$ cat config.mk
export PLATFORM = sky130hd
export DESIGN_NAME = tftp_client_transfer_engine_core
export DESIGN_NICKNAME = d
export VERILOG_FILES = /design/src/hdl/tftpc_pkg.sv /design/src/hdl/tftpc_in_stage.sv /design/src/hdl/tftpc_fsm.sv /design/src/hdl/tftpc_out_stage.sv /design/src/hdl/tftp_client_transfer_engine_core.sv
export SDC_FILE = /design/constraint.sdc
export NUM_CORES = 1
export LEC_CHECK = 0
export ABC_CLOCK_PERIOD_IN_PS = 6900
export BUFFER_PORTS_ARGS = -buffer_cell sky130_fd_sc_hd__buf_2
export CORE_MARGIN = 3
export CORE_UTILIZATION = 60
export CTS_CLUSTER_DIAMETER = 120
export DETAILED_ROUTE_END_ITERATION = 12
export PLACE_DENSITY = 0.89
export SYNTH_ARGS = -nofsm -noshare
export SYNTH_HDL_FRONTEND = slang
export SYNTH_SLANG_ARGS = --single-unit
$ cat constraint.sdc
create_clock -name clk -period 6.9 [get_ports clk]
set_clock_uncertainty 0.2 [all_clocks]
set_input_delay 0.345 -clock clk [delete_from_list [all_inputs] [get_ports clk]]
set_output_delay 0.345 -clock clk [all_outputs]
set_load 0.05 [all_outputs]
$ cat src/hdl/tftpc_pkg.sv
// ----------------------------------------------------------------------------
// tftpc_pkg
// types and codes shared by the tftp client transfer engine modules
// ----------------------------------------------------------------------------
package tftpc_pkg;

    // transfer phase
    typedef enum logic [2:0] {
        PH_IDLE   = 3'd0,
        PH_READ   = 3'd1,
        PH_WACK0  = 3'd2,
        PH_WFETCH = 3'd3,
        PH_WACK   = 3'd4,
        PH_DONE   = 3'd5
    } phase_t;

    // event kinds
    localparam logic [1:0] REQ_START   = 2'd0;
    localparam logic [1:0] REQ_PACKET  = 2'd1;
    localparam logic [1:0] REQ_TIMEOUT = 2'd2;
    localparam logic [1:0] REQ_BLOCK   = 2'd3;

    // received opcodes
    localparam logic [15:0] OP_DATA  = 16'd3;
    localparam logic [15:0] OP_ACK   = 16'd4;
    localparam logic [15:0] OP_ERROR = 16'd5;

    // packet to send
    localparam logic [2:0] SEND_NONE = 3'd0;
    localparam logic [2:0] SEND_REQ  = 3'd1;
    localparam logic [2:0] SEND_ACK  = 3'd2;
    localparam logic [2:0] SEND_DATA = 3'd3;
    localparam logic [2:0] SEND_ERR  = 3'd4;

    // status
    localparam logic [2:0] ST_RUNNING = 3'd0;
    localparam logic [2:0] ST_DONE    = 3'd1;
    localparam logic [2:0] ST_SERVER  = 3'd2;
    localparam logic [2:0] ST_UNEXP   = 3'd3;
    localparam logic [2:0] ST_TIMEOUT = 3'd4;
    localparam logic [2:0] ST_DUPS    = 3'd5;

    // error message select
    localparam logic [1:0] TXT_NONE    = 2'd0;
    localparam logic [1:0] TXT_DUPS    = 2'd1;
    localparam logic [1:0] TXT_NO_ACK0 = 2'd2;
    localparam logic [1:0] TXT_NO_ACK  = 2'd3;

    // configuration register indexes
    localparam logic [1:0] CFG_DIRECTION   = 2'd0;
    localparam logic [1:0] CFG_MAX_RETRIES = 2'd1;
    localparam logic [1:0] CFG_DUP_LIMIT   = 2'd2;

    // counter saturation
    localparam logic [3:0] CNT_MAX = 4'd15;

    typedef struct packed {
        logic       direction;
        logic [3:0] max_retries;
        logic [3:0] dup_limit;
    } cfg_t;

    typedef struct packed {
        logic [1:0]  req_type;
        logic [15:0] opcode;
        logic [15:0] block_number;
        logic [9:0]  payload_len;
        logic [15:0] error_code;
    } evt_t;

    typedef struct packed {
        logic [2:0]  send_kind;
        logic [15:0] send_block;
        logic [9:0]  send_len;
        logic        store_payload;
        logic        fetch_block;
        logic [2:0]  status;
        logic [15:0] server_code;
        logic [1:0]  error_text_sel;
    } res_t;

endpackage

$ cat src/hdl/tftpc_in_stage.sv
// ----------------------------------------------------------------------------
// tftpc_in_stage
// input register: holds one event until the engine takes it
// ----------------------------------------------------------------------------
module tftpc_in_stage (
    input  logic              clk,
    input  logic              rst_n,
    input  logic              in_valid,
    output logic              in_ready,
    input  tftpc_pkg::evt_t   evt_in,
    input  logic              take,
    output logic              evt_vld,
    output tftpc_pkg::evt_t   evt_out
);

    logic            vld_reg;
    logic            vld_next;
    tftpc_pkg::evt_t evt_reg;

    assign in_ready = !vld_reg || take;

    always_comb
    begin
        if (in_valid && in_ready)
        begin
            vld_next = 1'b1;
        end
        else if (take)
        begin
            vld_next = 1'b0;
        end
        else
        begin
            vld_next = vld_reg;
        end
    end

    always_ff @(posedge clk or negedge rst_n)
    begin
        if (!rst_n)
        begin
            vld_reg <= 1'b0;
        end
        else
        begin
            vld_reg <= vld_next;
        end
    end

    // payload, no reset
    always_ff @(posedge clk)
    begin
        if (in_valid && in_ready)
        begin
            evt_reg <= evt_in;
        end
    end

    assign evt_vld = vld_reg;
    assign evt_out = evt_reg;

endmodule

$ cat src/hdl/tftpc_fsm.sv
// ----------------------------------------------------------------------------
// tftpc_fsm
// transfer state and one-event decision logic
// ----------------------------------------------------------------------------
module tftpc_fsm #(
    parameter int BLOCK_BYTES = 512
) (
    input  logic              clk,
    input  logic              rst_n,
    input  logic              evt_go,
    input  tftpc_pkg::evt_t   evt,
    input  tftpc_pkg::cfg_t   cfg,
    output tftpc_pkg::res_t   res
);

    localparam logic [16:0] BLOCK_LIMIT = 17'(BLOCK_BYTES);

    tftpc_pkg::phase_t phase_reg;
    tftpc_pkg::phase_t phase_next;
    logic [15:0] exp_blk_reg;
    logic [15:0] exp_blk_next;
    logic [15:0] last_blk_reg;
    logic [15:0] last_blk_next;
    logic [3:0]  dup_cnt_reg;
    logic [3:0]  dup_cnt_next;
    logic [3:0]  to_cnt_reg;
    logic [3:0]  to_cnt_next;
    logic [15:0] snd_blk_reg;
    logic [15:0] snd_blk_next;
    logic [9:0]  snd_len_reg;
    logic [9:0]  snd_len_next;

    logic [3:0] to_inc;
    logic [3:0] dup_inc;
    logic       to_hit;
    logic       dup_hit;
    logic       is_short;
    logic       full_block;
    logic       match_exp;
    logic       match_last;
    logic       read_ack;
    logic       is_start;
    logic       is_packet;
    logic       is_timeout;
    logic       is_block;

    // shared decode
    assign to_inc     = (to_cnt_reg < tftpc_pkg::CNT_MAX) ? to_cnt_reg + 4'd1 : to_cnt_reg;
    assign dup_inc    = (dup_cnt_reg < tftpc_pkg::CNT_MAX) ? dup_cnt_reg + 4'd1 : dup_cnt_reg;
    assign to_hit     = to_inc >= cfg.max_retries;
    assign dup_hit    = dup_inc >= cfg.dup_limit;
    assign is_short   = {7'd0, evt.payload_len} < BLOCK_LIMIT;
    assign full_block = {7'd0, snd_len_reg} == BLOCK_LIMIT;
    assign match_exp  = evt.block_number == exp_blk_reg;
    assign match_last = evt.block_number == last_blk_reg;
    assign read_ack   = match_exp || (match_last && !dup_hit);
    assign is_start   = evt.req_type == tftpc_pkg::REQ_START;
    assign is_packet  = evt.req_type == tftpc_pkg::REQ_PACKET;
    assign is_timeout = evt.req_type == tftpc_pkg::REQ_TIMEOUT;
    assign is_block   = evt.req_type == tftpc_pkg::REQ_BLOCK;

    // next phase
    always_comb
    begin
        phase_next = phase_reg;
        if (is_start)
        begin
            phase_next = cfg.direction ? tftpc_pkg::PH_WACK0 : tftpc_pkg::PH_READ;
        end
        else
        begin
            case (phase_reg)
                tftpc_pkg::PH_READ:
                begin
                    if (is_timeout && to_hit)
                    begin
                        phase_next = tftpc_pkg::PH_DONE;
                    end
                    else if (is_packet)
                    begin
                        if (evt.opcode != tftpc_pkg::OP_DATA)
                        begin
                            phase_next = tftpc_pkg::PH_DONE;
                        end
                        else if (read_ack && is_short)
                        begin
                            phase_next = tftpc_pkg::PH_DONE;
                        end
                        else if (!match_exp && match_last && dup_hit)
                        begin
                            phase_next = tftpc_pkg::PH_DONE;
                        end
                    end
                end
                tftpc_pkg::PH_WACK0:
                begin
                    if (is_timeout && to_hit)
                    begin
                        phase_next = tftpc_pkg::PH_DONE;
                    end
                    else if (is_packet && evt.opcode == tftpc_pkg::OP_ERROR)
                    begin
                        phase_next = tftpc_pkg::PH_DONE;
                    end
                    else if (is_packet && evt.opcode == tftpc_pkg::OP_ACK
                             && evt.block_number == 16'd0)
                    begin
                        phase_next = tftpc_pkg::PH_WFETCH;
                    end
                end
                tftpc_pkg::PH_WFETCH:
                begin
                    if (is_block)
                    begin
                        phase_next = tftpc_pkg::PH_WACK;
                    end
                end
                tftpc_pkg::PH_WACK:
                begin
                    if (is_timeout && to_hit)
                    begin
                        phase_next = tftpc_pkg::PH_DONE;
                    end
                    else if (is_packet && evt.opcode == tftpc_pkg::OP_ERROR)
                    begin
                        phase_next = tftpc_pkg::PH_DONE;
                    end
                    else if (is_packet && evt.opcode == tftpc_pkg::OP_ACK
                             && evt.block_number == snd_blk_reg)
                    begin
                        phase_next = full_block ? tftpc_pkg::PH_WFETCH : tftpc_pkg::PH_DONE;
                    end
                end
                default:
                begin
                    phase_next = phase_reg;
                end
            endcase
        end
    end

    // result and datapath updates
    always_comb
    begin
        res          = '0;
        exp_blk_next  = exp_blk_reg;
        last_blk_next = last_blk_reg;
        dup_cnt_next  = dup_cnt_reg;
        to_cnt_next   = to_cnt_reg;
        snd_blk_next  = snd_blk_reg;
        snd_len_next  = snd_len_reg;
        if (is_start)
        begin
            exp_blk_next  = 16'd1;
            last_blk_next = 16'd0;
            dup_cnt_next  = 4'd0;
            to_cnt_next   = 4'd0;
            snd_blk_next  = 16'd1;
            snd_len_next  = 10'd0;
            res.send_kind = tftpc_pkg::SEND_REQ;
        end
        else
        begin
            case (phase_reg)
                tftpc_pkg::PH_READ:
                begin
                    if (is_timeout)
                    begin
                        to_cnt_next = to_inc;
                        if (to_hit)
                        begin
                            res.status = tftpc_pkg::ST_TIMEOUT;
                        end
                    end
                    else if (is_packet)
                    begin
                        to_cnt_next = 4'd0;
                        if (evt.opcode == tftpc_pkg::OP_ERROR)
                        begin
                            res.status      = tftpc_pkg::ST_SERVER;
                            res.server_code = evt.error_code;
                        end
                        else if (evt.opcode != tftpc_pkg::OP_DATA)
                        begin
                            res.status = tftpc_pkg::ST_UNEXP;
                        end
                        else
                        begin
                            if (match_exp)
                            begin
                                res.store_payload = 1'b1;
                                exp_blk_next      = exp_blk_reg + 16'd1;
                                dup_cnt_next      = 4'd0;
                            end
                            else if (match_last)
                            begin
                                dup_cnt_next = dup_inc;
                                if (dup_hit)
                                begin
                                    res.send_kind      = tftpc_pkg::SEND_ERR;
                                    res.error_text_sel = tftpc_pkg::TXT_DUPS;
                                    res.status         = tftpc_pkg::ST_DUPS;
                                end
                            end
                            if (read_ack)
                            begin
                                res.send_kind  = tftpc_pkg::SEND_ACK;
                                res.send_block = evt.block_number;
                                last_blk_next  = evt.block_number;
                                if (is_short)
                                begin
                                    res.status = tftpc_pkg::ST_DONE;
                                end
                            end
                        end
                    end
                end
                tftpc_pkg::PH_WACK0:
                begin
                    if (is_timeout)
                    begin
                        to_cnt_next = to_inc;
                        if (to_hit)
                        begin
                            res.send_kind      = tftpc_pkg::SEND_ERR;
                            res.error_text_sel = tftpc_pkg::TXT_NO_ACK0;
                            res.status         = tftpc_pkg::ST_TIMEOUT;
                        end
                    end
                    else if (is_packet)
                    begin
                        if (evt.opcode == tftpc_pkg::OP_ERROR)
                        begin
                            res.status      = tftpc_pkg::ST_SERVER;
                            res.server_code = evt.error_code;
                        end
                        else if (evt.opcode == tftpc_pkg::OP_ACK && evt.block_number == 16'd0)
                        begin
                            res.fetch_block = 1'b1;
                            snd_blk_next    = 16'd1;
                        end
                    end
                end
                tftpc_pkg::PH_WFETCH:
                begin
                    if (is_block)
                    begin
                        snd_len_next   = evt.payload_len;
                        to_cnt_next    = 4'd0;
                        res.send_kind  = tftpc_pkg::SEND_DATA;
                        res.send_block = snd_blk_reg;
                        res.send_len   = evt.payload_len;
                    end
                end
                tftpc_pkg::PH_WACK:
                begin
                    if (is_timeout)
                    begin
                        to_cnt_next = to_inc;
                        if (to_hit)
                        begin
                            res.send_kind      = tftpc_pkg::SEND_ERR;
                            res.error_text_sel = tftpc_pkg::TXT_NO_ACK;
                            res.status         = tftpc_pkg::ST_TIMEOUT;
                        end
                        else
                        begin
                            res.send_kind  = tftpc_pkg::SEND_DATA;
                            res.send_block = snd_blk_reg;
                            res.send_len   = snd_len_reg;
                        end
                    end
                    else if (is_packet)
                    begin
                        if (evt.opcode == tftpc_pkg::OP_ERROR)
                        begin
                            res.status      = tftpc_pkg::ST_SERVER;
                            res.server_code = evt.error_code;
                        end
                        else if (evt.opcode == tftpc_pkg::OP_ACK
                                 && evt.block_number == snd_blk_reg)
                        begin
                            if (full_block)
                            begin
                                snd_blk_next    = snd_blk_reg + 16'd1;
                                res.fetch_block = 1'b1;
                            end
                            else
                            begin
                                res.status = tftpc_pkg::ST_DONE;
                            end
                        end
                        else
                        begin
                            // wrong ack or stray packet: resend the block
                            res.send_kind  = tftpc_pkg::SEND_DATA;
                            res.send_block = snd_blk_reg;
                            res.send_len   = snd_len_reg;
                        end
                    end
                end
                default:
                begin
                    res = '0;
                end
            endcase
        end
    end

    always_ff @(posedge clk or negedge rst_n)
    begin
        if (!rst_n)
        begin
            phase_reg    <= tftpc_pkg::PH_IDLE;
            exp_blk_reg  <= 16'd1;
            last_blk_reg <= 16'd0;
            dup_cnt_reg  <= 4'd0;
            to_cnt_reg   <= 4'd0;
            snd_blk_reg  <= 16'd1;
            snd_len_reg  <= 10'd0;
        end
        else if (evt_go)
        begin
            phase_reg    <= phase_next;
            exp_blk_reg  <= exp_blk_next;
            last_blk_reg <= last_blk_next;
            dup_cnt_reg  <= dup_cnt_next;
            to_cnt_reg   <= to_cnt_next;
            snd_blk_reg  <= snd_blk_next;
            snd_len_reg  <= snd_len_next;
        end
    end

endmodule

$ cat src/hdl/tftpc_out_stage.sv
// ----------------------------------------------------------------------------
// tftpc_out_stage
// result register: holds one result item until the sink takes it
// ----------------------------------------------------------------------------
module tftpc_out_stage (
    input  logic              clk,
    input  logic              rst_n,
    input  logic              load,
    input  tftpc_pkg::res_t   res_in,
    output logic              can_load,
    output logic              out_valid,
    input  logic              out_ready,
    output tftpc_pkg::res_t   res_out
);

    logic            vld_reg;
    logic            vld_next;
    tftpc_pkg::res_t res_reg;

    assign can_load = !vld_reg || out_ready;

    always_comb
    begin
        if (load)
        begin
            vld_next = 1'b1;
        end
        else if (out_ready)
        begin
            vld_next = 1'b0;
        end
        else
        begin
            vld_next = vld_reg;
        end
    end

    always_ff @(posedge clk or negedge rst_n)
    begin
        if (!rst_n)
        begin
            vld_reg <= 1'b0;
        end
        else
        begin
            vld_reg <= vld_next;
        end
    end

    // payload, no reset
    always_ff @(posedge clk)
    begin
        if (load)
        begin
            res_reg <= res_in;
        end
    end

    assign out_valid = vld_reg;
    assign res_out   = res_reg;

endmodule

$ cat src/hdl/tftp_client_transfer_engine_core.sv
// ----------------------------------------------------------------------------
// tftp_client_transfer_engine_core
// path: an accepted input item waits in the input register, then its result is loaded into the result register
// throughput: one item per cycle while the sink takes every result, set by the combinational
//   decision logic between the input register and the result register
// reset: async active low; phase idle, block counters at start values,
//   config back to direction 0, max_retries 3, dup_limit 3
// ----------------------------------------------------------------------------
module tftp_client_transfer_engine_core #(
    parameter int BLOCK_BYTES = 512
) (
    input  logic        clk,
    input  logic        rst_n,

    // config write channel
    input  logic        cfg_valid,
    output logic        cfg_ready,
    input  logic [1:0]  cfg_index,
    input  logic [3:0]  cfg_data,

    // event item in
    input  logic        in_valid,
    output logic        in_ready,
    input  logic [1:0]  req_type,
    input  logic [15:0] opcode,
    input  logic [15:0] block_number,
    input  logic [9:0]  payload_len,
    input  logic [15:0] error_code,

    // result item out
    output logic        out_valid,
    input  logic        out_ready,
    output logic [2:0]  send_kind,
    output logic [15:0] send_block,
    output logic [9:0]  send_len,
    output logic        store_payload,
    output logic        fetch_block,
    output logic [2:0]  status,
    output logic [15:0] server_code,
    output logic [1:0]  error_text_sel
);

    tftpc_pkg::cfg_t cfg_reg;
    tftpc_pkg::cfg_t cfg_next;
    tftpc_pkg::evt_t evt_in;
    tftpc_pkg::evt_t evt_q;
    tftpc_pkg::res_t res_c;
    tftpc_pkg::res_t res_q;
    logic            evt_vld;
    logic            can_load;
    logic            advance;

    // ------------------------------------------------------------------
    // config registers, always ready; unknown index is dropped
    // ------------------------------------------------------------------
    assign cfg_ready = 1'b1;

    always_comb
    begin
        cfg_next = cfg_reg;
        if (cfg_valid)
        begin
            case (cfg_index)
                tftpc_pkg::CFG_DIRECTION:   cfg_next.direction   = cfg_data[0];
                tftpc_pkg::CFG_MAX_RETRIES: cfg_next.max_retries = cfg_data;
                tftpc_pkg::CFG_DUP_LIMIT:   cfg_next.dup_limit   = cfg_data;
                default:                    cfg_next = cfg_reg;
            endcase
        end
    end

    always_ff @(posedge clk or negedge rst_n)
    begin
        if (!rst_n)
        begin
            cfg_reg <= '{direction: 1'b0, max_retries: 4'd3, dup_limit: 4'd3};
        end
        else
        begin
            cfg_reg <= cfg_next;
        end
    end

    // ------------------------------------------------------------------
    // input register
    // ------------------------------------------------------------------
    assign evt_in = '{req_type:     req_type,
                      opcode:       opcode,
                      block_number: block_number,
                      payload_len:  payload_len,
                      error_code:   error_code};

    // an event is processed when the result register has room for it
    assign advance = evt_vld && can_load;

    tftpc_in_stage u_in (
        .clk      (clk),
        .rst_n    (rst_n),
        .in_valid (in_valid),
        .in_ready (in_ready),
        .evt_in   (evt_in),
        .take     (advance),
        .evt_vld  (evt_vld),
        .evt_out  (evt_q)
    );

    // ------------------------------------------------------------------
    // transfer state and decision logic, state moves only on advance
    // ------------------------------------------------------------------
    tftpc_fsm #(
        .BLOCK_BYTES (BLOCK_BYTES)
    ) u_fsm (
        .clk    (clk),
        .rst_n  (rst_n),
        .evt_go (advance),
        .evt    (evt_q),
        .cfg    (cfg_reg),
        .res    (res_c)
    );

    // ------------------------------------------------------------------
    // result register, frees itself in the same cycle the sink takes it
    // ------------------------------------------------------------------
    tftpc_out_stage u_out (
        .clk       (clk),
        .rst_n     (rst_n),
        .load      (advance),
        .res_in    (res_c),
        .can_load  (can_load),
        .out_valid (out_valid),
        .out_ready (out_ready),
        .res_out   (res_q)
    );

    assign send_kind      = res_q.send_kind;
    assign send_block     = res_q.send_block;
    assign send_len       = res_q.send_len;
    assign store_payload  = res_q.store_payload;
    assign fetch_block    = res_q.fetch_block;
    assign status         = res_q.status;
    assign server_code    = res_q.server_code;
    assign error_text_sel = res_q.error_text_sel;

    // ------------------------------------------------------------------
    // checks
    // ------------------------------------------------------------------

    // a processed event always shows up as a result item next cycle
    a_advance_to_out: assert property (@(posedge clk) disable iff (!rst_n)
        advance |=> out_valid)
        else $error("processed event did not produce a result item");

    // stored payload only goes with an ack of that block
    a_store_acks: assert property (@(posedge clk) disable iff (!rst_n)
        (out_valid && store_payload) |-> (send_kind == tftpc_pkg::SEND_ACK))
        else $error("payload stored without an ack");

    // an error packet sent always carries a message select
    a_err_text: assert property (@(posedge clk) disable iff (!rst_n)
        (out_valid && send_kind == tftpc_pkg::SEND_ERR)
            |-> (error_text_sel != tftpc_pkg::TXT_NONE))
        else $error("error packet without message select");

    // server error ends the transfer without sending anything
    a_server_quiet: assert property (@(posedge clk) disable iff (!rst_n)
        (out_valid && status == tftpc_pkg::ST_SERVER)
            |-> (send_kind == tftpc_pkg::SEND_NONE))
        else $error("packet sent on server error");

endmodule
# Yosys cells after proc, flatten, opt, wreduce, memory -nomap -nowiden
# Index checks and enable logic that the tools add are counted.
# word_totals
reg_bits	192
latch_bits	0
mem_bits_rw	0
mem_bits_ro	0
input_bits	71
wordCells	241
n_memories	0
# op_classes
add_sub_neg	4
mul	0
div	0
n_lt_le_gt_ge	5
eq_ne	35
shifts	0
muxes	123
n_bitwise	2
reduce_logical	47
# ops
cell	count
16-bit 2-to-1 mux	27
19-bit 2-to-1 mux	5
3-bit 2-to-1 mux	31
29-bit 2-to-1 mux	3
4-bit 2-to-1 mux	16
21-bit one-hot mux with 3 select lines	1
28-bit 2-to-1 mux	2
16-bit == test	3
16-bit one-hot mux with 3 select lines	1
20-bit 2-to-1 mux	2
18-bit 2-to-1 mux	2
16-bit by 1-bit adder with 16-bit output, second input constant	2
16-bit by 3-bit == test with 1-bit output, second input constant	2
16-bit one-hot mux with 2 select lines	1
10-bit 2-to-1 mux	3
7-bit AND reduction	4
26-bit 2-to-1 mux	1
3-bit one-hot mux with 4 select lines	2
21-bit 2-to-1 mux	1
3-bit by 1-bit inequality test with 1-bit output, second input constant	7
10-bit one-hot mux with 2 select lines	1
2-bit 2-to-1 mux	9
16-bit logical NOT	1
16-bit by 2-bit inequality test with 1-bit output, second input constant	1
other kinds (33)	88

# Longest topological paths before layout
# Gate-level depths: netlist of the first run.
# logic_depth
word_depth	13
depth_mapped	12

# Modules after synthesis
# A second synthesis of the first run with hierarchy kept.
# unflattened
cells_unflattened	795
hier_area_um2	9266.4
# modules_own_cells
module	instances	cells_each	area_per_inst_um2	seq_area_each_um2
tftpc_fsm	1	652	5430.2	1729.2
tftpc_in_stage	1	64	1855.5	1826.8
tftpc_out_stage	1	55	1609.0	1586.5
tftp_client_transfer_engine_core	1	24	371.6	230.2

# Worst setup path before layout of the first run
# No wires, ideal clock.
# synth_timing
path_type	reg-to-reg
startpoint	reg u_out.vld_reg (netlist: u_out.out_valid)
endpoint	reg u_fsm.snd_blk_reg[11]
setup_time_ns	0.078
arrival_time_ns	3.138
required_time_ns	6.622
path_slack_ns	3.484
stages_incl_launch_ff	9
period_less_slack_ns	3.416
path_cell_list	dfrtp_1 nand2b_1 nand2_1 inv_1 o211a_1 a31oi_4 a21o_4 or4_1 a21oi_1
# synth_via
elab_chain_cells	4
# synth_rtl
element	line_no	rtl
from (decl)	tftpc_out_stage.sv:16	logic vld_reg;
from (signal assigned)	tftpc_out_stage.sv:46	vld_reg <= vld_next;
1-bit logical NOT	tftpc_out_stage.sv:20	assign can_load = !vld_reg || out_ready;
1-bit logical OR	tftpc_out_stage.sv:20	
1-bit logical AND	tftp_client_transfer_engine_core.sv:94	assign advance = evt_vld && can_load;
net advance	tftp_client_transfer_engine_core.sv:51	logic advance;
11-bit AND reduction (no source line)	-	
to (signal assigned)	tftpc_fsm.sv:329	snd_blk_reg <= snd_blk_next;
to (decl)	tftpc_fsm.sv:28	logic [15:0] snd_blk_reg;
# The timed path passes the listed nets, and every way through them passes these cells.
# A chain may end at the register's enable or synchronous reset.

# Worst setup path after layout of the first run
# layout_timing
startpoint	reg u_fsm.dup_cnt_reg[0]
endpoint	reg u_out.res_reg (netlist bit u_out.res_out[36]), data pin
# layout_via
elab_chain_cells	12
# layout_rtl
element	line_no	rtl
from (decl)	tftpc_fsm.sv:24	logic [3:0] dup_cnt_reg;
from (signal assigned)	tftpc_fsm.sv:327	dup_cnt_reg <= dup_cnt_next;
4-bit by 1-bit adder with 4-bit output or 4-bit < comparator (tied branches)	tftpc_fsm.sv:49	assign dup_inc = (dup_cnt_reg < tftpc_pkg::CNT_MAX) ? dup_cnt_reg + 4'd1 : dup_cnt_reg;
4-bit 2-to-1 mux (*)	tftpc_fsm.sv:49	
4-bit >= comparator (*)	tftpc_fsm.sv:51	assign dup_hit = dup_inc >= cfg.dup_limit;
1-bit logical NOT (*)	tftpc_fsm.sv:56	assign read_ack = match_exp || (match_last && !dup_hit);
1-bit logical AND (*)	tftpc_fsm.sv:56	
1-bit logical OR (*)	tftpc_fsm.sv:56	
19-bit 2-to-1 mux (*)	tftpc_fsm.sv:205	if (read_ack)
19-bit 2-to-1 mux (*)	tftpc_fsm.sv:183	else if (evt.opcode != tftpc_pkg::OP_DATA)
19-bit 2-to-1 mux (*)	tftpc_fsm.sv:178	if (evt.opcode == tftpc_pkg::OP_ERROR)
19-bit 2-to-1 mux (*)	tftpc_fsm.sv:175	else if (is_packet)
19-bit 2-to-1 mux (*)	tftpc_fsm.sv:167	if (is_timeout)
16-bit one-hot mux with 3 select lines (*)	tftpc_fsm.sv:164	case (phase_reg)
to (signal assigned)	tftpc_out_stage.sv:55	res_reg <= res_in;
to (decl)	tftpc_out_stage.sv:18	tftpc_pkg::res_t res_reg;
# Mark *: on every way between the ends. The rest lies on a longest branch, timed or not.

==> flow_summary.toml, run 1 <==
[cts]
htreeDepth = 4
cts.path.max_buffers = 2
cts_hold_buffers = 66
clk_root_buffer_cell = "clkbuf_16"
cts_buffers = 17
clk_pin_slew_ns = 0.07
worstSkewPairLatency_ns = 0.45
cts_tree = "done"
cts_resized = 0
cts_setup_buffers = 0
cts.sink_count = 192

[die]
core_sq_mm = 0.01526
rows = 45
fp.dieW_microns = 131.0
die_height_microns = 131.0
io_pins = 126
start_util = 0.6142
die-area_sq_mm = 0.01715

[final_layout]
design_area_sq_mm = 0.01128
largest_reg_flops = 60
area_delta_synth_final_pct = 20.40
drive_gt1_frac = 0.1944
final_nets = 1082
instances_no_fill = 1220

[min_path]
hold_path.class = "primary input to flop"

[global_route]
grt_pass1_wl_mm = 39.34
antenna_found_initial = 1
grt_pass1_vias = 7363
gr-total-overflow = 0
grt_usage = 0.3009
grt_max_degree = 81

[timing]
setup_viol = 0
fin_crit_sh = 0.5328
tightest_slew_ns = 1.179
rsz0062_at_grt = "false"
max-slew-margin-rel = 0.2131
slew_violations = 0
finalSetupTns_ns = 0
fin_crit_ns = 3.676
max_freq_mhz = 272.0
finalHoldViolCount = 0

[yosys]
yosysTopAreaCell = "edfxtp_1"
ys_top_cells_by_area = "edfxtp_1 36%, dfrtp_1 20%, xnor2_1 4.0%, o21ai_0 2.8%, nand2_1 2.6%"
yosys_register_bits = 192
syn-num-nets = 921
post_synth_num_cell_types = 65
avgSynthCellArea_sq_um = 11.24
netlist_instances = 834
ys.flop_type = "edfxtp_1"
synth-edff-count = 112
ys_warn_count = 0
async_flop_share = 0.4167
synth_top_area_frac = 0.3589
synth_seq_area_share = 0.5733
synth_area_sq_mm = 0.009371

[detailed_routing]
viasPerCell = 6.317
wl_per_cell_microns = 20.74
drt_iter0_drc = 1138
postRouteAntennaNets = 0
num_vias = 7707
finalWirelength_mm = 25.30
drc = 0
dr.pass1.iters = 6

[worst_setup_path]
cp_max_fo = 16
start_kind = "flop"
cp_data_required_time_ns = 7.00
reg2reg_slack_ns = 3.22
end_kind = "flop"
worstSetupPathType = "flop to flop"
arrival_ns = 3.77

[placement]
dp_hpwl_mm = 14.71
place_inst = 1121
placed_area_sq_mm = 0.01007
gp_congestion = 0.9516
io_buffers = 124

[status]
status = "completed"

[power_and_ir_drop]
leakage_nw = 4.623
vdd_ir_drop_max_mv = 0.2365
powerDensity_mw_per_mm2 = 278.9

[job]
maxCapViolations = 0
==> synth_stat cells, drive strengths merged (5+ instances only) <==
cell and n:
a21oi 23, a22o 16, a22oi 12, a31o 5, and2 19, and3 14
buf 25, clkbuf 29, dfrtp 74, dfstp 6, edfxtp 112, ha 16
inv 40, mux2 10, mux2i 5, nand2 65, nand2b 16, nand3 22
nand3b 8, nand4 20, nor2 55, nor3 22, nor3b 5, nor4 21
o21ai 52, o31ai 9, o41ai 17, or3 5, xnor2 43, xor2 16
==> metal layers <==
metal | up-vias | global-route usage | part of all wire
met5 | - | 0 | 0
met4 | 0 | 0.1464 | 0.050
met3 | 110 | 0.06504 | 0.088
met2 | 555 | 0.4842 | 0.49
met1 | 3679 | 0.3894 | 0.37
li1 | 3363 | - | -
==> where the power goes <==
group / switching [mW] / leakage [nW] / internal, mW
Clock: 0.473 / 0.269 / 0.474
Sequential: 0.147 / 2.14 / 1.37
Combinational: 0.430 / 2.22 / 0.251
Total: 1.05 / 4.62 / 2.10
==> critical path: stages (launching register included) <==
cell and delay (ns):
dfrtp_1 0.43, ha_1 0.26, nand3_1 0.15, mux2i_1 0.27
inv_1 0.07, ha_1 0.28, a2111oi_0 0.52, or3_1 0.23
a21o_1 0.15, nand3_1 0.13, nor2_2 0.59, a22o_1 0.26
==> kinds of logic after synthesis <==
logic type / after synthesis / synth area share
adder cells (fa/ha/maj): 16 / 0.02136
AO/OA/AOI/OAI: 169 / 0.1260
AND/OR/NAND/NOR: 288 / 0.1652
buffers and inverters: 94 / 0.04125
multiplexers: 15 / 0.01736
other: 1 / 0.0004001
flip-flops: 192 / 0.5733
XOR/XNOR: 59 / 0.05514
==> layout by cell type, fill, tap and decap left out, drive strengths merged, types with 10 or more instances in the layout <==
cell type,synthesis,final
nand4,20,20
nand2b,16,16
dfrtp,74,74
nor2,55,55
o21ai,52,52
xor2,16,16
nand3,22,22
and2,19,19
o41ai,17,17
a22oi,12,12
buf,25,130
clkbuf,29,18
edfxtp,112,112
and3,14,14
xnor2,43,43
a21oi,23,23
nand2,65,65
nor4,21,21
ha,16,16
a22o,16,16
mux2,10,10
dlygate4sd3,0,66
inv,40,48
nor3,22,22
==> per-stage QoR <==
step / hold WS (ns) / power, mW / setup WS (ns) / util
3_3_place_gp: 0.2706 / 2.122 / 3.474 / 0.6599
2_1_floorplan: -0.1506 / 1.969 / 3.484 / -
4_1_cts: 0.01273 / 3.091 / 3.290 / 0.7393
5_1_grt: 0.05015 / 3.266 / 2.968 / 0.7395
3_5_place_dp: 0.2780 / 2.145 / 3.330 / 0.6599
6_report: 0.02807 / 3.146 / 3.224 / 0.7395
==> area by class of cell <==
type                    instances  area, sq um
well taps                     211        264.0
flip-flops and latches        192         5373
inverters                      40        150.1
clock inverters                14        122.6
diodes                          1        2.502
repair buffers                196         1329
clock buffers                  18        429.2
fillers                       983         3975
multi-input cells             548         3613
==> worst paths after layout <==
| kind | startpoint | end | cells after the start |
|---|---|---|---|
| min in group asynchronous | rst_n | u_fsm.last_blk_reg[7]$_DFFE_PN0P_ | 2 |
| max in group asynchronous | rst_n | u_fsm.snd_len_reg[9]$_DFFE_PN0P_ | 2 |
| setup reg to reg | u_fsm.dup_cnt_reg[0]$_DFFE_PN0P_ | u_out.res_out[36]$_SDFFCE_PP0P_ | 11 |
| hold reg to reg | cfg_reg[6]$_DFFE_PN0P_ | cfg_reg[6]$_DFFE_PN0P_ | 1 |
| setup / recovery | u_fsm.dup_cnt_reg[0]$_DFFE_PN0P_ | u_out.res_out[36]$_SDFFCE_PP0P_ | 11 |
| hold / removal | out_ready | u_out.out_valid$_DFFE_PN0P_ | 3 |
(Power assumes the default switching activity.)
==> inputs of run 2 (changes only) <==
ABC_AREA = 1   (was default)
ABC_CLOCK_PERIOD_IN_PS = 3600   (was 6900)
CORE_UTILIZATION = 58   (was 60)
PLACE_DENSITY = 0.86   (was 0.89)
clock period = 3.6 ns   (was 6.9 ns; I/O delays follow)
==> flow_summary.toml, run 2 <==
[status]
status = "completed"

[global_route]
grt_pass1_vias = 8254
busiest_layer = "met2"
gr-total-overflow = 0
antenna_found_initial = 0
grt_usage = 0.2738
grt.met1_usage = 0.3334
grt_max_degree = 81
grt_pass1_wl_mm = 39.74
grt_use_met3 = 0.05070
use_met2 = 0.4732

[yosys]
ys_warn_count = 0
async_flop_share = 0.4167
synth_seq_area_share = 0.5485
syn-num-nets = 1182
synth_common_cells = "267 x nand2_1, 112 x edfxtp_1, 92 x nor2_1"
post_synth_num_cell_types = 52
synthMuxAreaShare = 0.001150
synth_compound_area_frac = 0.07728
synth-simple-area-share = 0.2445
yosysTopAreaCell = "edfxtp_1"
synth_area_sq_mm = 0.009796
synth.most_common_cell = "nand2_1"
synthAdderAreaFrac = 0.02044
ys.flop_type = "edfxtp_1"
yosys_register_bits = 192
synth_top_family_by_area = "simple AND/OR/NAND/NOR gates"
ys_top_cells_by_area = "edfxtp_1 34%, dfrtp_1 19%, nand2_1 10%, nand3_1 4.5%, nor2_1 3.5%"
synth_xor_area_frac = 0.03219
netlist_instances = 1095
synth-edff-count = 112
synth_top_area_frac = 0.3433
avgSynthCellArea_sq_um = 8.946

[final_layout]
largest_reg_flops = 60
regArea_sq_mm = 0.005373
layout_common_cells = "267 x nand2_1, 123 x buf_2, 112 x edfxtp_1"
drive_gt1_frac = 0.1963
final_nets = 1363
final_common_cell = "nand2_1"
multi_input_area_sq_mm = 0.003685
area_delta_synth_final_pct = 21.60
fill_cells = 1098
finalCoreUtilization = 0.7339
insertedDiodeCount = 0

[worst_setup_path]
cp_data_required_time_ns = 3.69
start_kind = "flop"
cp_max_fo = 17
crit_path_frequent_cell = "nand2_1"
crit_start = "u_fsm.to_cnt_reg[0]$_DFFE_PN0P_"
slowest_delay_ns = 0.39
regToRegStartpoint = "u_fsm.to_cnt_reg[0]$_DFFE_PN0P_"
arrival_ns = 3.19
worstSetupPathType = "flop to flop"
path_cells = "ha_1 -> nand2_1 -> nor2_1 -> inv_1 -> o21ai_0 -> ha_1 -> inv_1 -> o21bai_1 -> nand3_1 -> nand3_1 -> nand2_1 -> inv_1 -> nor2_1 -> nand2_1 -> nand2_2 -> nand2_1 -> a21oi_1"
end_kind = "flop"
cp_slowest_cell = "dfrtp_1"

[cts]
cts.path.max_buffers = 2
clk_pin_slew_ns = 0.09
cts_hold_buffers = 76
cts_tree = "done"
clk_root_buffer_cell = "clkbuf_16"
htreeDepth = 4
cts_setup_buffers = 0
cts_resized = 0
cts_buffers = 17
cts.sink_count = 192
worstSkewPairLatency_ns = 0.45

[timing]
finalSetupTns_ns = 0
finalHoldViolCount = 0
rsz0062_at_grt = "false"
fin_crit_sh = 0.8613
setup_viol = 0
tightest_slew_ns = 1.076
max_freq_mhz = 322.5
fin_crit_ns = 3.101
max-slew-margin-rel = 0.2823
slew_violations = 0

[power_and_ir_drop]
pwr-share-comb = 0.279
power.internal_mw = 4.288
p_sw_mw = 2.576
swShare = 0.3754
powerDensity_mw_per_mm2 = 576.3
power_frac_clock = 0.278
leakage_nw = 5.136
vdd_ir_drop_max_mv = 0.4386
power_frac_seq = 0.442

[detailed_routing]
drt_iter0_drc = 804
dr.pass1.iters = 7
viasPerCell = 5.626
drc = 0
postRouteAntennaNets = 0
num_vias = 8467
finalWirelength_mm = 24.95
wl_per_cell_microns = 16.58

[min_path]
hp-start = "error_code[9]"
hold_path.class = "primary input to flop"

[die]
rows = 46
die_height_microns = 136.0
io_pins = 126
die-area_sq_mm = 0.01848
fp.dieW_microns = 136.0
start_util = 0.6035
core_sq_mm = 0.01623

[placement]
gp_congestion = 0.9209
io_buffers = 124
dp_hpwl_mm = 15.88

[job]
maxCapViolations = 0
==> run 2: changes by cell type after synthesis, sizes merged, moves of 18 or more <==
cell,previous run,this run
nand2,65,277
o21ai,52,79
and2,19,1
inv,40,128
nor2,55,101
nand3,22,89
xnor2,43,15
==> run 2: final timing paths <==
kind                                                          end  slack [ns]  depth (start not counted)
worst max register to register    u_out.res_out[33]$_SDFFCE_PP0P_        0.50                         17
worst min register to register             cfg_reg[3]$_DFFE_PN0P_        0.29                          2
max in group asynchronous       u_fsm.snd_blk_reg[15]$_DFFE_PN0P_        2.24                          2
min in group asynchronous                  cfg_reg[2]$_DFFE_PN0P_        0.27                          2
worst max-delay path              u_out.res_out[33]$_SDFFCE_PP0P_        0.50                         17
worst min-delay path                    u_in.evt_out[9]$_DFFE_PP_        0.23                          2
==> run 2: power groups by stage <==
stage / Combinational [mW] / Sequential [mW] / Clock (mW)
final: 1.92 / 3.04 / 1.91
after global routing: 2.13 / 3.07 / 2.01
after CTS: 1.89 / 3.02 / 1.92
after detailed placement: 1.80 / 3.06 / 0
after global placement: 1.75 / 3.04 / 0
after floorplan: 1.15 / 3.24 / 0
==> run 2: stage by stage <==
| step | hold slack [ns] | setup WS [ns] | instance area [sq um] | std cells | power, mW |
|---|---|---|---|---|---|
| floorplan | -0.3156 | 0.5001 | 9796 | 1095 | 4.392 |
| global placement | 0.1566 | 0.7315 | 10530 | 1397 | 4.784 |
| detailed placement | 0.1581 | 0.5387 | 10530 | 1397 | 4.866 |
| CTS | 0.2258 | 0.5028 | 11910 | 1505 | 6.833 |
| global route | 0.2441 | 0.1696 | 11910 | 1505 | 7.205 |
| finish | 0.2289 | 0.4995 | 11910 | 1505 | 6.864 |
==> run 2: cell families (layout without fill, tap and decap cells) <==
family,count (synthesis),count (layout)
AND/OR/NAND/NOR,535,535
flip-flops,192,192
buffers and inverters,179,373
AO/OA/AOI/OAI,135,135
XOR/XNOR,36,36
adder cells (fa/ha/maj),16,16
other,1,1
multiplexers,1,1
==> run 2: final cells by class <==
| type | instances | share of cell area |
|---|---|---|
| tap | 216 | 0.02269 |
| multi-input combinational | 724 | 0.3093 |
| timing repair buffer | 210 | 0.1235 |
| clock inverter | 15 | 0.01607 |
| inverter | 131 | 0.04160 |
| sequential | 192 | 0.4511 |
| clock buffer | 17 | 0.03571 |
==> run 2: metal layers <==
metal,vias to the layer above,share of wire
met1,3974,0.39
met2,419,0.50
li1,3988,-
met3,86,0.068
met5,-,0
met4,0,0.039
==> run 2: worst max-delay path, delay by kind of cell, from the launching register on <==
| kind | cells | cell delay [ns] |
|---|---|---|
| simple gates | 9 | 1.15 |
| fa+ha+maj | 2 | 0.48 |
| flops | 1 | 0.39 |
| compound gates | 3 | 0.46 |
| buf+inv | 3 | 0.26 |
